$ cat src/lsp_pkg.sv
// Shared types and constants for the shape packet parser.
// No dependencies; compiled first.
package lsp_pkg;

    localparam logic [7:0]  START_BYTE  = 8'hFF;
    localparam int unsigned FIELD_COUNT = 6;
    localparam int unsigned CFG_INDEX_W = 1;
    localparam int unsigned CFG_DATA_W  = 3;
    localparam int unsigned IDX_W       = 3;

    localparam logic [CFG_INDEX_W-1:0] CFG_LENGTH_LIMIT = 1'b0;
    localparam logic [CFG_INDEX_W-1:0] CFG_CHECK_MODE   = 1'b1;

    localparam logic CHECK_XOR = 1'b0;
    localparam logic CHECK_SUM = 1'b1;

    typedef enum logic [1:0] {
        PH_HUNT    = 2'd0,
        PH_LENGTH  = 2'd1,
        PH_COLLECT = 2'd2,
        PH_CHECK   = 2'd3
    } phase_t;

    typedef struct packed {
        logic                   en;
        logic [CFG_INDEX_W-1:0] index;
        logic [CFG_DATA_W-1:0]  data;
    } cfg_wr_t;

    typedef struct packed {
        logic [7:0] shape_type;
        logic [7:0] center_x;
        logic [7:0] center_y;
        logic [7:0] circle_radius;
        logic [7:0] point_x;
        logic [7:0] point_y;
    } shape_pkt_t;

    function automatic logic [7:0] fold_check(input logic mode, input logic [7:0] acc,
                                              input logic [7:0] b);
        logic [7:0] res;
        res = (mode == CHECK_SUM) ? (acc + b) : (acc ^ b);
        return res;
    endfunction

endpackage

$ cat src/lsp_if.sv
// Channel interfaces for the shape packet parser: byte input and packet output.
// No dependencies.
interface lsp_byte_if;
    logic       valid;
    logic       ready;
    logic [7:0] rx_byte;

    modport source (output valid, output rx_byte, input ready);
    modport sink   (input valid, input rx_byte, output ready);
endinterface

interface lsp_pkt_if;
    logic       valid;
    logic       ready;
    logic [7:0] shape_type;
    logic [7:0] center_x;
    logic [7:0] center_y;
    logic [7:0] circle_radius;
    logic [7:0] point_x;
    logic [7:0] point_y;

    modport source (output valid, output shape_type, output center_x, output center_y,
                     output circle_radius, output point_x, output point_y, input ready);
    modport sink   (input valid, input shape_type, input center_x, input center_y,
                     input circle_radius, input point_x, input point_y, output ready);
endinterface

$ cat src/lsp_parser.sv
// Front end: frame parser with length check, field capture and running check.
// Depends on lsp_pkg.
module lsp_parser (
    input  logic                clk,
    input  logic                rst_n,
    input  lsp_pkg::cfg_wr_t    cfg,
    input  logic                fire,
    input  logic [7:0]          in_byte,
    output logic                push,
    output lsp_pkg::shape_pkt_t pkt
);
    import lsp_pkg::*;

    localparam logic [IDX_W-1:0] FIELD_END  = IDX_W'(FIELD_COUNT);
    localparam logic [IDX_W-1:0] LAST_FIELD = IDX_W'(FIELD_COUNT - 1);

    logic [2:0]       limit_reg;
    logic             mode_reg;
    phase_t           phase_reg, phase_next;
    logic [IDX_W-1:0] idx_reg, idx_next;
    logic [IDX_W-1:0] len_reg, len_next;
    logic [7:0]       check_reg, check_next;
    logic [7:0]       held_reg [FIELD_COUNT];
    logic             store;
    logic             too_long;
    logic             in_range;

    assign too_long = in_byte > {5'b0, limit_reg};
    assign in_range = idx_reg < len_reg;

    always_ff @(posedge clk or negedge rst_n)
    begin
        if (!rst_n)
        begin
            limit_reg <= 3'd6;
            mode_reg  <= CHECK_XOR;
        end
        else if (cfg.en)
        begin
            unique case (cfg.index)
                CFG_LENGTH_LIMIT: limit_reg <= cfg.data;
                CFG_CHECK_MODE:   mode_reg  <= cfg.data[0];
                default:          ;
            endcase
        end
    end

    always_comb
    begin
        phase_next = phase_reg;
        unique case (phase_reg)
            PH_HUNT:    if (in_byte == START_BYTE) phase_next = PH_LENGTH;
            PH_LENGTH:  phase_next = too_long ? PH_HUNT : PH_COLLECT;
            PH_COLLECT:
            begin
                if (!in_range)
                    phase_next = PH_CHECK;
                else if ((idx_reg == '0 && in_byte != 8'h00) || idx_reg == LAST_FIELD)
                    phase_next = PH_CHECK;
            end
            PH_CHECK:   phase_next = PH_HUNT;
            default:    phase_next = PH_HUNT;
        endcase
    end

    always_comb
    begin
        idx_next   = idx_reg;
        len_next   = len_reg;
        check_next = check_reg;
        store      = 1'b0;
        push       = 1'b0;
        unique case (phase_reg)
            PH_HUNT:    idx_next = '0;
            PH_LENGTH:  if (!too_long) len_next = in_byte[IDX_W-1:0];
            PH_COLLECT:
            begin
                check_next = fold_check(mode_reg, check_reg, in_byte);
                if (in_range)
                begin
                    store    = idx_reg < FIELD_END;
                    idx_next = idx_reg + 1'b1;
                end
            end
            PH_CHECK:
            begin
                push       = fire && (check_reg == in_byte);
                check_next = 8'h00;
            end
            default:    ;
        endcase
    end

    always_ff @(posedge clk or negedge rst_n)
    begin
        if (!rst_n)
        begin
            phase_reg <= PH_HUNT;
            idx_reg   <= '0;
            len_reg   <= '0;
            check_reg <= 8'h00;
            for (int i = 0; i < FIELD_COUNT; i++)
                held_reg[i] <= 8'h00;
        end
        else if (fire)
        begin
            phase_reg <= phase_next;
            idx_reg   <= idx_next;
            len_reg   <= len_next;
            check_reg <= check_next;
            if (store)
                held_reg[idx_reg] <= in_byte;
        end
    end

    assign pkt.shape_type    = held_reg[0];
    assign pkt.center_x      = held_reg[1];
    assign pkt.center_y      = held_reg[2];
    assign pkt.circle_radius = held_reg[3];
    assign pkt.point_x       = held_reg[4];
    assign pkt.point_y       = held_reg[5];

    a_push_in_check: assert property (@(posedge clk) disable iff (!rst_n)
        push |-> (fire && phase_reg == PH_CHECK))
        else $error("packet pushed outside check phase");

    a_check_cleared: assert property (@(posedge clk) disable iff (!rst_n)
        (fire && phase_reg == PH_CHECK) |=> (check_reg == 8'h00 && phase_reg == PH_HUNT))
        else $error("running check not cleared after check byte");

    a_hold_on_idle: assert property (@(posedge clk) disable iff (!rst_n)
        !fire |=> ($stable(phase_reg) && $stable(check_reg) && $stable(idx_reg)))
        else $error("parser state moved without a byte");
endmodule

$ cat src/lsp_queue.sv
// Back end: short packet queue that holds results until the output side takes them.
// Depends on lsp_pkg.
module lsp_queue #(
    parameter int unsigned DEPTH = 2
) (
    input  logic                clk,
    input  logic                rst_n,
    input  logic                push,
    input  lsp_pkg::shape_pkt_t push_pkt,
    output logic                space,
    output logic                pop_valid,
    input  logic                pop_ready,
    output lsp_pkg::shape_pkt_t pop_pkt
);
    import lsp_pkg::*;

    localparam int unsigned PTR_W = (DEPTH > 1) ? $clog2(DEPTH) : 1;
    localparam int unsigned CNT_W = $clog2(DEPTH + 1);
    localparam logic [PTR_W-1:0] PTR_LAST = PTR_W'(DEPTH - 1);
    localparam logic [CNT_W-1:0] CNT_FULL = CNT_W'(DEPTH);

    shape_pkt_t       slot_reg [DEPTH];
    logic [PTR_W-1:0] wr_ptr_reg, wr_ptr_next;
    logic [PTR_W-1:0] rd_ptr_reg, rd_ptr_next;
    logic [CNT_W-1:0] count_reg, count_next;
    logic             pop;

    assign space     = count_reg != CNT_FULL;
    assign pop_valid = count_reg != '0;
    assign pop       = pop_valid && pop_ready;
    assign pop_pkt   = slot_reg[rd_ptr_reg];

    always_comb
    begin
        wr_ptr_next = wr_ptr_reg;
        rd_ptr_next = rd_ptr_reg;
        count_next  = count_reg;
        if (push)
            wr_ptr_next = (wr_ptr_reg == PTR_LAST) ? '0 : wr_ptr_reg + 1'b1;
        if (pop)
            rd_ptr_next = (rd_ptr_reg == PTR_LAST) ? '0 : rd_ptr_reg + 1'b1;
        if (push && !pop)
            count_next = count_reg + 1'b1;
        else if (pop && !push)
            count_next = count_reg - 1'b1;
    end

    always_ff @(posedge clk or negedge rst_n)
    begin
        if (!rst_n)
        begin
            wr_ptr_reg <= '0;
            rd_ptr_reg <= '0;
            count_reg  <= '0;
        end
        else
        begin
            wr_ptr_reg <= wr_ptr_next;
            rd_ptr_reg <= rd_ptr_next;
            count_reg  <= count_next;
        end
    end

    always_ff @(posedge clk)
    begin
        if (push)
            slot_reg[wr_ptr_reg] <= push_pkt;
    end

    a_no_overflow: assert property (@(posedge clk) disable iff (!rst_n)
        push |-> (space || pop))
        else $error("push into full queue");

    a_count_bound: assert property (@(posedge clk) disable iff (!rst_n)
        count_reg <= CNT_FULL)
        else $error("queue count out of range");

    a_pop_holds: assert property (@(posedge clk) disable iff (!rst_n)
        (pop_valid && !pop_ready) |=> (pop_valid && $stable(pop_pkt)))
        else $error("waiting packet changed");
endmodule

$ cat src/lrc_framed_shape_packet_parser.sv
// Top level of the LRC-framed shape packet parser: parser front end plus packet queue.
// Depends on lsp_pkg, lsp_if, lsp_parser and lsp_queue.
//
//   channel  | dir | payload                                           | handshake
//   rx       | in  | rx_byte                                           | valid/ready
//   pkt      | out | shape_type, center_x, center_y, circle_radius,   | valid/ready
//            |     | point_x, point_y                                  |
//   cfg      | in  | cfg_wr_en, cfg_index, cfg_wdata                   | write only
//
// One byte per cycle while rx.ready is high, parsed in the cycle it is accepted.
// A good packet is queued behind older ones as its check byte is accepted.
// rx.ready drops only when all QUEUE_DEPTH packet slots wait on pkt.
// Reset is asynchronous; it clears all state and held fields but not the queue slots.
module lrc_framed_shape_packet_parser #(
    parameter int unsigned QUEUE_DEPTH = 2
) (
    input  logic                            clk,
    input  logic                            rst_n,
    lsp_byte_if.sink                        rx,
    lsp_pkt_if.source                       pkt,
    input  logic                            cfg_wr_en,
    input  logic [lsp_pkg::CFG_INDEX_W-1:0] cfg_index,
    input  logic [lsp_pkg::CFG_DATA_W-1:0]  cfg_wdata
);
    import lsp_pkg::*;

    cfg_wr_t    cfg;
    logic       fire;
    logic       push;
    logic       space;
    shape_pkt_t push_pkt;
    shape_pkt_t pop_pkt;

    assign cfg.en    = cfg_wr_en;
    assign cfg.index = cfg_index;
    assign cfg.data  = cfg_wdata;

    assign rx.ready = space;
    assign fire     = rx.valid && space;

    lsp_parser u_parser (
        .clk     (clk),
        .rst_n   (rst_n),
        .cfg     (cfg),
        .fire    (fire),
        .in_byte (rx.rx_byte),
        .push    (push),
        .pkt     (push_pkt)
    );

    lsp_queue #(
        .DEPTH (QUEUE_DEPTH)
    ) u_queue (
        .clk       (clk),
        .rst_n     (rst_n),
        .push      (push),
        .push_pkt  (push_pkt),
        .space     (space),
        .pop_valid (pkt.valid),
        .pop_ready (pkt.ready),
        .pop_pkt   (pop_pkt)
    );

    assign pkt.shape_type    = pop_pkt.shape_type;
    assign pkt.center_x      = pop_pkt.center_x;
    assign pkt.center_y      = pop_pkt.center_y;
    assign pkt.circle_radius = pop_pkt.circle_radius;
    assign pkt.point_x       = pop_pkt.point_x;
    assign pkt.point_y       = pop_pkt.point_y;
endmodule

$ cat src/flat_wrapper.sv
// flat-port wrapper written by rule: the top's interface ports become plain ports
module lrc_framed_shape_packet_parser_flat import lsp_pkg::*;
#(
    parameter int unsigned QUEUE_DEPTH = 2
)
  (clk, rst_n, cfg_wr_en, cfg_index, cfg_wdata, rx_valid, rx_rx_byte, rx_ready, pkt_valid, pkt_shape_type, pkt_center_x, pkt_center_y, pkt_circle_radius, pkt_point_x, pkt_point_y, pkt_ready);
  lsp_byte_if rx_i ();
  lsp_pkt_if pkt_i ();
  input  logic clk;
  input  logic rst_n;
  input  logic cfg_wr_en;
  input  logic [lsp_pkg::CFG_INDEX_W-1:0] cfg_index;
  input  logic [lsp_pkg::CFG_DATA_W-1:0] cfg_wdata;
  input wire logic [$bits(rx_i.valid)-1:0] rx_valid;
  input wire logic [$bits(rx_i.rx_byte)-1:0] rx_rx_byte;
  output wire logic [$bits(rx_i.ready)-1:0] rx_ready;
  output wire logic [$bits(pkt_i.valid)-1:0] pkt_valid;
  output wire logic [$bits(pkt_i.shape_type)-1:0] pkt_shape_type;
  output wire logic [$bits(pkt_i.center_x)-1:0] pkt_center_x;
  output wire logic [$bits(pkt_i.center_y)-1:0] pkt_center_y;
  output wire logic [$bits(pkt_i.circle_radius)-1:0] pkt_circle_radius;
  output wire logic [$bits(pkt_i.point_x)-1:0] pkt_point_x;
  output wire logic [$bits(pkt_i.point_y)-1:0] pkt_point_y;
  input wire logic [$bits(pkt_i.ready)-1:0] pkt_ready;
  assign rx_i.valid = rx_valid;
  assign rx_i.rx_byte = rx_rx_byte;
  assign rx_ready = rx_i.ready;
  assign pkt_valid = pkt_i.valid;
  assign pkt_shape_type = pkt_i.shape_type;
  assign pkt_center_x = pkt_i.center_x;
  assign pkt_center_y = pkt_i.center_y;
  assign pkt_circle_radius = pkt_i.circle_radius;
  assign pkt_point_x = pkt_i.point_x;
  assign pkt_point_y = pkt_i.point_y;
  assign pkt_i.ready = pkt_ready;
  lrc_framed_shape_packet_parser #(.QUEUE_DEPTH(QUEUE_DEPTH)) u_core (.clk(clk), .rst_n(rst_n), .rx(rx_i), .pkt(pkt_i), .cfg_wr_en(cfg_wr_en), .cfg_index(cfg_index), .cfg_wdata(cfg_wdata));
endmodule
$ cat config.mk
export PLATFORM = sky130hd
export DESIGN_NAME = lrc_framed_shape_packet_parser_flat
export DESIGN_NICKNAME = d
export VERILOG_FILES = /design/src/lsp_pkg.sv /design/src/lsp_if.sv /design/src/lsp_parser.sv /design/src/lsp_queue.sv /design/src/lrc_framed_shape_packet_parser.sv /design/src/flat_wrapper.sv
export SDC_FILE = /design/constraint.sdc
export NUM_CORES = 1
export LEC_CHECK = 0
export BUFFER_PORTS_ARGS = -buffer_cell sky130_fd_sc_hd__buf_2
export CAP_MARGIN = 0
export CORE_ASPECT_RATIO = 0.5
export CORE_UTILIZATION = 40
export CTS_BUF_LIST = sky130_fd_sc_hd__clkbuf_16
export DETAILED_ROUTE_END_ITERATION = 7
export GPL_ROUTABILITY_DRIVEN = 0
export PLACE_DENSITY_LB_ADDON = 0.15
export SYNTH_ARGS = -nofsm -noshare
export SYNTH_HDL_FRONTEND = slang
export SYNTH_SLANG_ARGS = --single-unit
$ cat constraint.sdc
create_clock -name clk -period 5.82 [get_ports clk]
set_clock_uncertainty 0.1 [all_clocks]
set_input_delay 0.291 -clock clk [delete_from_list [all_inputs] [get_ports clk]]
set_output_delay 0.291 -clock clk [all_outputs]
set_load 0.02 [all_outputs]
==> impl_metrics.toml <==
[die]
core_sq_um = 16760
fp.dieH_microns = 95.72
die-area_sq_um = 18130
die_x_microns = 189.4
rows = 33
initial_core_util_pct = 41.92
ios = 67

[sta]
finalCritPeriodShare_pct = 54.29
finalCriticalPeriod_ns = 3.160
holdWs_ns = -0.01368
hold_viol = 5
setup_violations = 0
setup_ws_ns = 2.660
clock.fmax_mhz = 316.5
rsz0062_at_grt = "no"
tightest_slew_ns = 0.9797
fin_tns_setup_ns = 0
drv_slew = 0
relSlewSlack_pct = 34.69

[global_route]
grt_max_degree = 73
antenna_found_initial = 0
grt_pass1_wl_mm = 22.07
overflow = 0
grtUsageTotal_pct = 16.88
grt_pass1_vias = 3795

[clocking]
cts.path.max_buffers = 2
postCtsResizedCells = 0
post-cts-setup-buffer-count = 0
cts.sinks = 168
htree_levels = 4
cts_hold_buffers = 2
cts_buffers = 17
cts_tree = "built"
root_buffer = "clkbuf_16"
clk_latency_ns = 0.42
clk_pin_slew_ns = 0.07

[synth]
synth_top_area_share_pct = 41.03
synth-async-reset-ratio_pct = 42.86
synth-compound-area-share_pct = 3.472
synthesis.nets = 466
synth_xor_area_share_pct = 1.246
synth-simple-area-share_pct = 7.372
ys_warn_count = 0
synth_common_cells = "edfxtp_1, mux2_2, dfrtp_1, nand2_1, ha_1"
syn_avg_cell_area_sq_um = 16.27
seq_area_frac_synth_pct = 66.70
synth-adder-area-share_pct = 3.134
synth_edf_count = 96
yosys-mux-area-fraction_pct = 16.63
synth_area_sq_um = 7027
syn_inst = 432
synth_top_family_by_area = "multiplexers"
synth_top_cell_by_area = "edfxtp_1"
synth-seq-cells = 168
yosysUniqueCellTypes = 53
ys.flop_type = "edfxtp_1"
ys_top_cells_by_area = "edfxtp_1, dfrtp_1, mux2_2, ha_1, nand4_4"

[routing]
drt-total-wl_mm = 14.18
firstDrtPassIters = 4
wire_per_inst_microns = 18.95
drc = 0
drtAntennaViolNets = 0
drtIter0Drc = 255
vias_per_cell = 5.070
route.vias.total = 3792

[layout]
final_nets = 542
fin_util_pct = 49.20
antenna_cells = 0
drive_gt1_share_pct = 41.27
fillerInstances = 1479
stdcell_count = 748
syn2layout_area_growth_pct = 17.38
largest_reg_flops = 96

[pwr]
total_power_uw = 2519
leakagePower_uw = 0.003231
pwr_density_cell_nw_per_um2 = 305.4
ir_worst_vdd_mv = 0.2122

[setup_path]
reg2reg_from = "u_core.u_parser.check_reg[6]$_DFFE_PN0P_"
worst-setup-path-type = "flop to flop"
cp.arrival_ns = 3.14
worstPathRequired_ns = 5.80
critPathCaptureType = "flop"
start_kind = "flop"
critPathLaunch = "u_core.u_parser.check_reg[6]$_DFFE_PN0P_"
worstPathMaxFanout = 25

[flow_run]
maxCapViolations = 0

[worst_hold_path]
hold_path_class = "input pin to async pin"

[placed_design]
dpl.hpwl_mm = 9.000
pre_cts_ws_ns = 2.509
place_inst = 714
io_buffer_count = 66

[outcome]
failed_checks = "negative hold slack"
status = "finished with violations"
-- worst max-delay path, stage by stage (launching register included) --
cell	delay (ns)
dfrtp_1	0.39
ha_1	0.35
nor4b_1	0.31
nand2_1	0.16
nor3_1	0.38
and2_2	0.65
buf_4	0.46
-- cell type report --
cell class,count,area (sq um),area share [%]
Sequential cell,168,4688,56.84
Multi-Input combinational cell,241,2255,27.34
Clock buffer,17,425.4,5.158
Timing Repair Buffer,72,380.4,4.612
Tap cell,227,284.0,3.444
Clock inverter,15,185.2,2.245
Inverter,8,30.03,0.3641
-- metal layers --
layer	share of wire [%]	global-route usage (%)
met1	51	24.35
met2	45	25.43
met3	2.7	3.755
met4	0.99	5.444
met5	0	0
-- final timing paths --
kind                                                             to  slack (ns)  cells after the start
max                        u_core.u_queue.slot_reg[1][13]$_DFFE_PP_        2.66                      6
min                            u_core.u_parser.mode_reg$_DFFE_PN0P_       -0.01                      2
max reg2reg                u_core.u_queue.slot_reg[1][13]$_DFFE_PP_        2.66                      6
min reg2reg                 u_core.u_queue.slot_reg[1][4]$_DFFE_PP_        0.36                      0
max in group asynchronous     u_core.u_queue.rd_ptr_reg$_DFFE_PN0P_        4.93                      2
min in group clk               u_core.u_parser.mode_reg$_DFFE_PN0P_        0.02                      2
-- report_power, final --
group / switching [uW] / internal [uW] / total (uW) / leakage (uW)
registers: 8.03 / 1260 / 1260 / 0.00184
clock network: 509 / 652 / 1160 / 0.000295
logic: 58.5 / 34.7 / 93.2 / 0.00110
total: 575 / 1940 / 2520 / 0.00323
-- placed cells by master, fill, tap and decap left out, types with 6 or more instances in the layout --
cell / n
edfxtp_1: 96
nor2b_1: 6
dfrtp_1: 69
nand2_1: 20
inv_1: 8
buf_2: 66
nor2_1: 9
mux2_2: 96
mux2_1: 6
ha_1: 16
o21ai_0: 7
clkbuf_16: 17
-- cell families (layout without fill, tap and decap cells) --
family | after synthesis | count (layout)
and+or+nand+nor | 75 | 75
muxes | 104 | 104
DFF | 168 | 168
buffers and inverters | 23 | 112
xor gates and xnor gates | 10 | 10
AOI/OAI and AO/OA | 35 | 35
adders and majority gates | 17 | 17
-- stage by stage --
stage / hold slack [ns] / instance area (sq um)
after CTS: 0.002897 / 8248
after detailed placement: 0.3533 / 7617
after floorplan: -0.1046 / 7033
after global routing: 0.01485 / 8248
final: -0.01368 / 8248
after global placement: 0.3431 / 7617
Power figures use the tool's default switching activity.
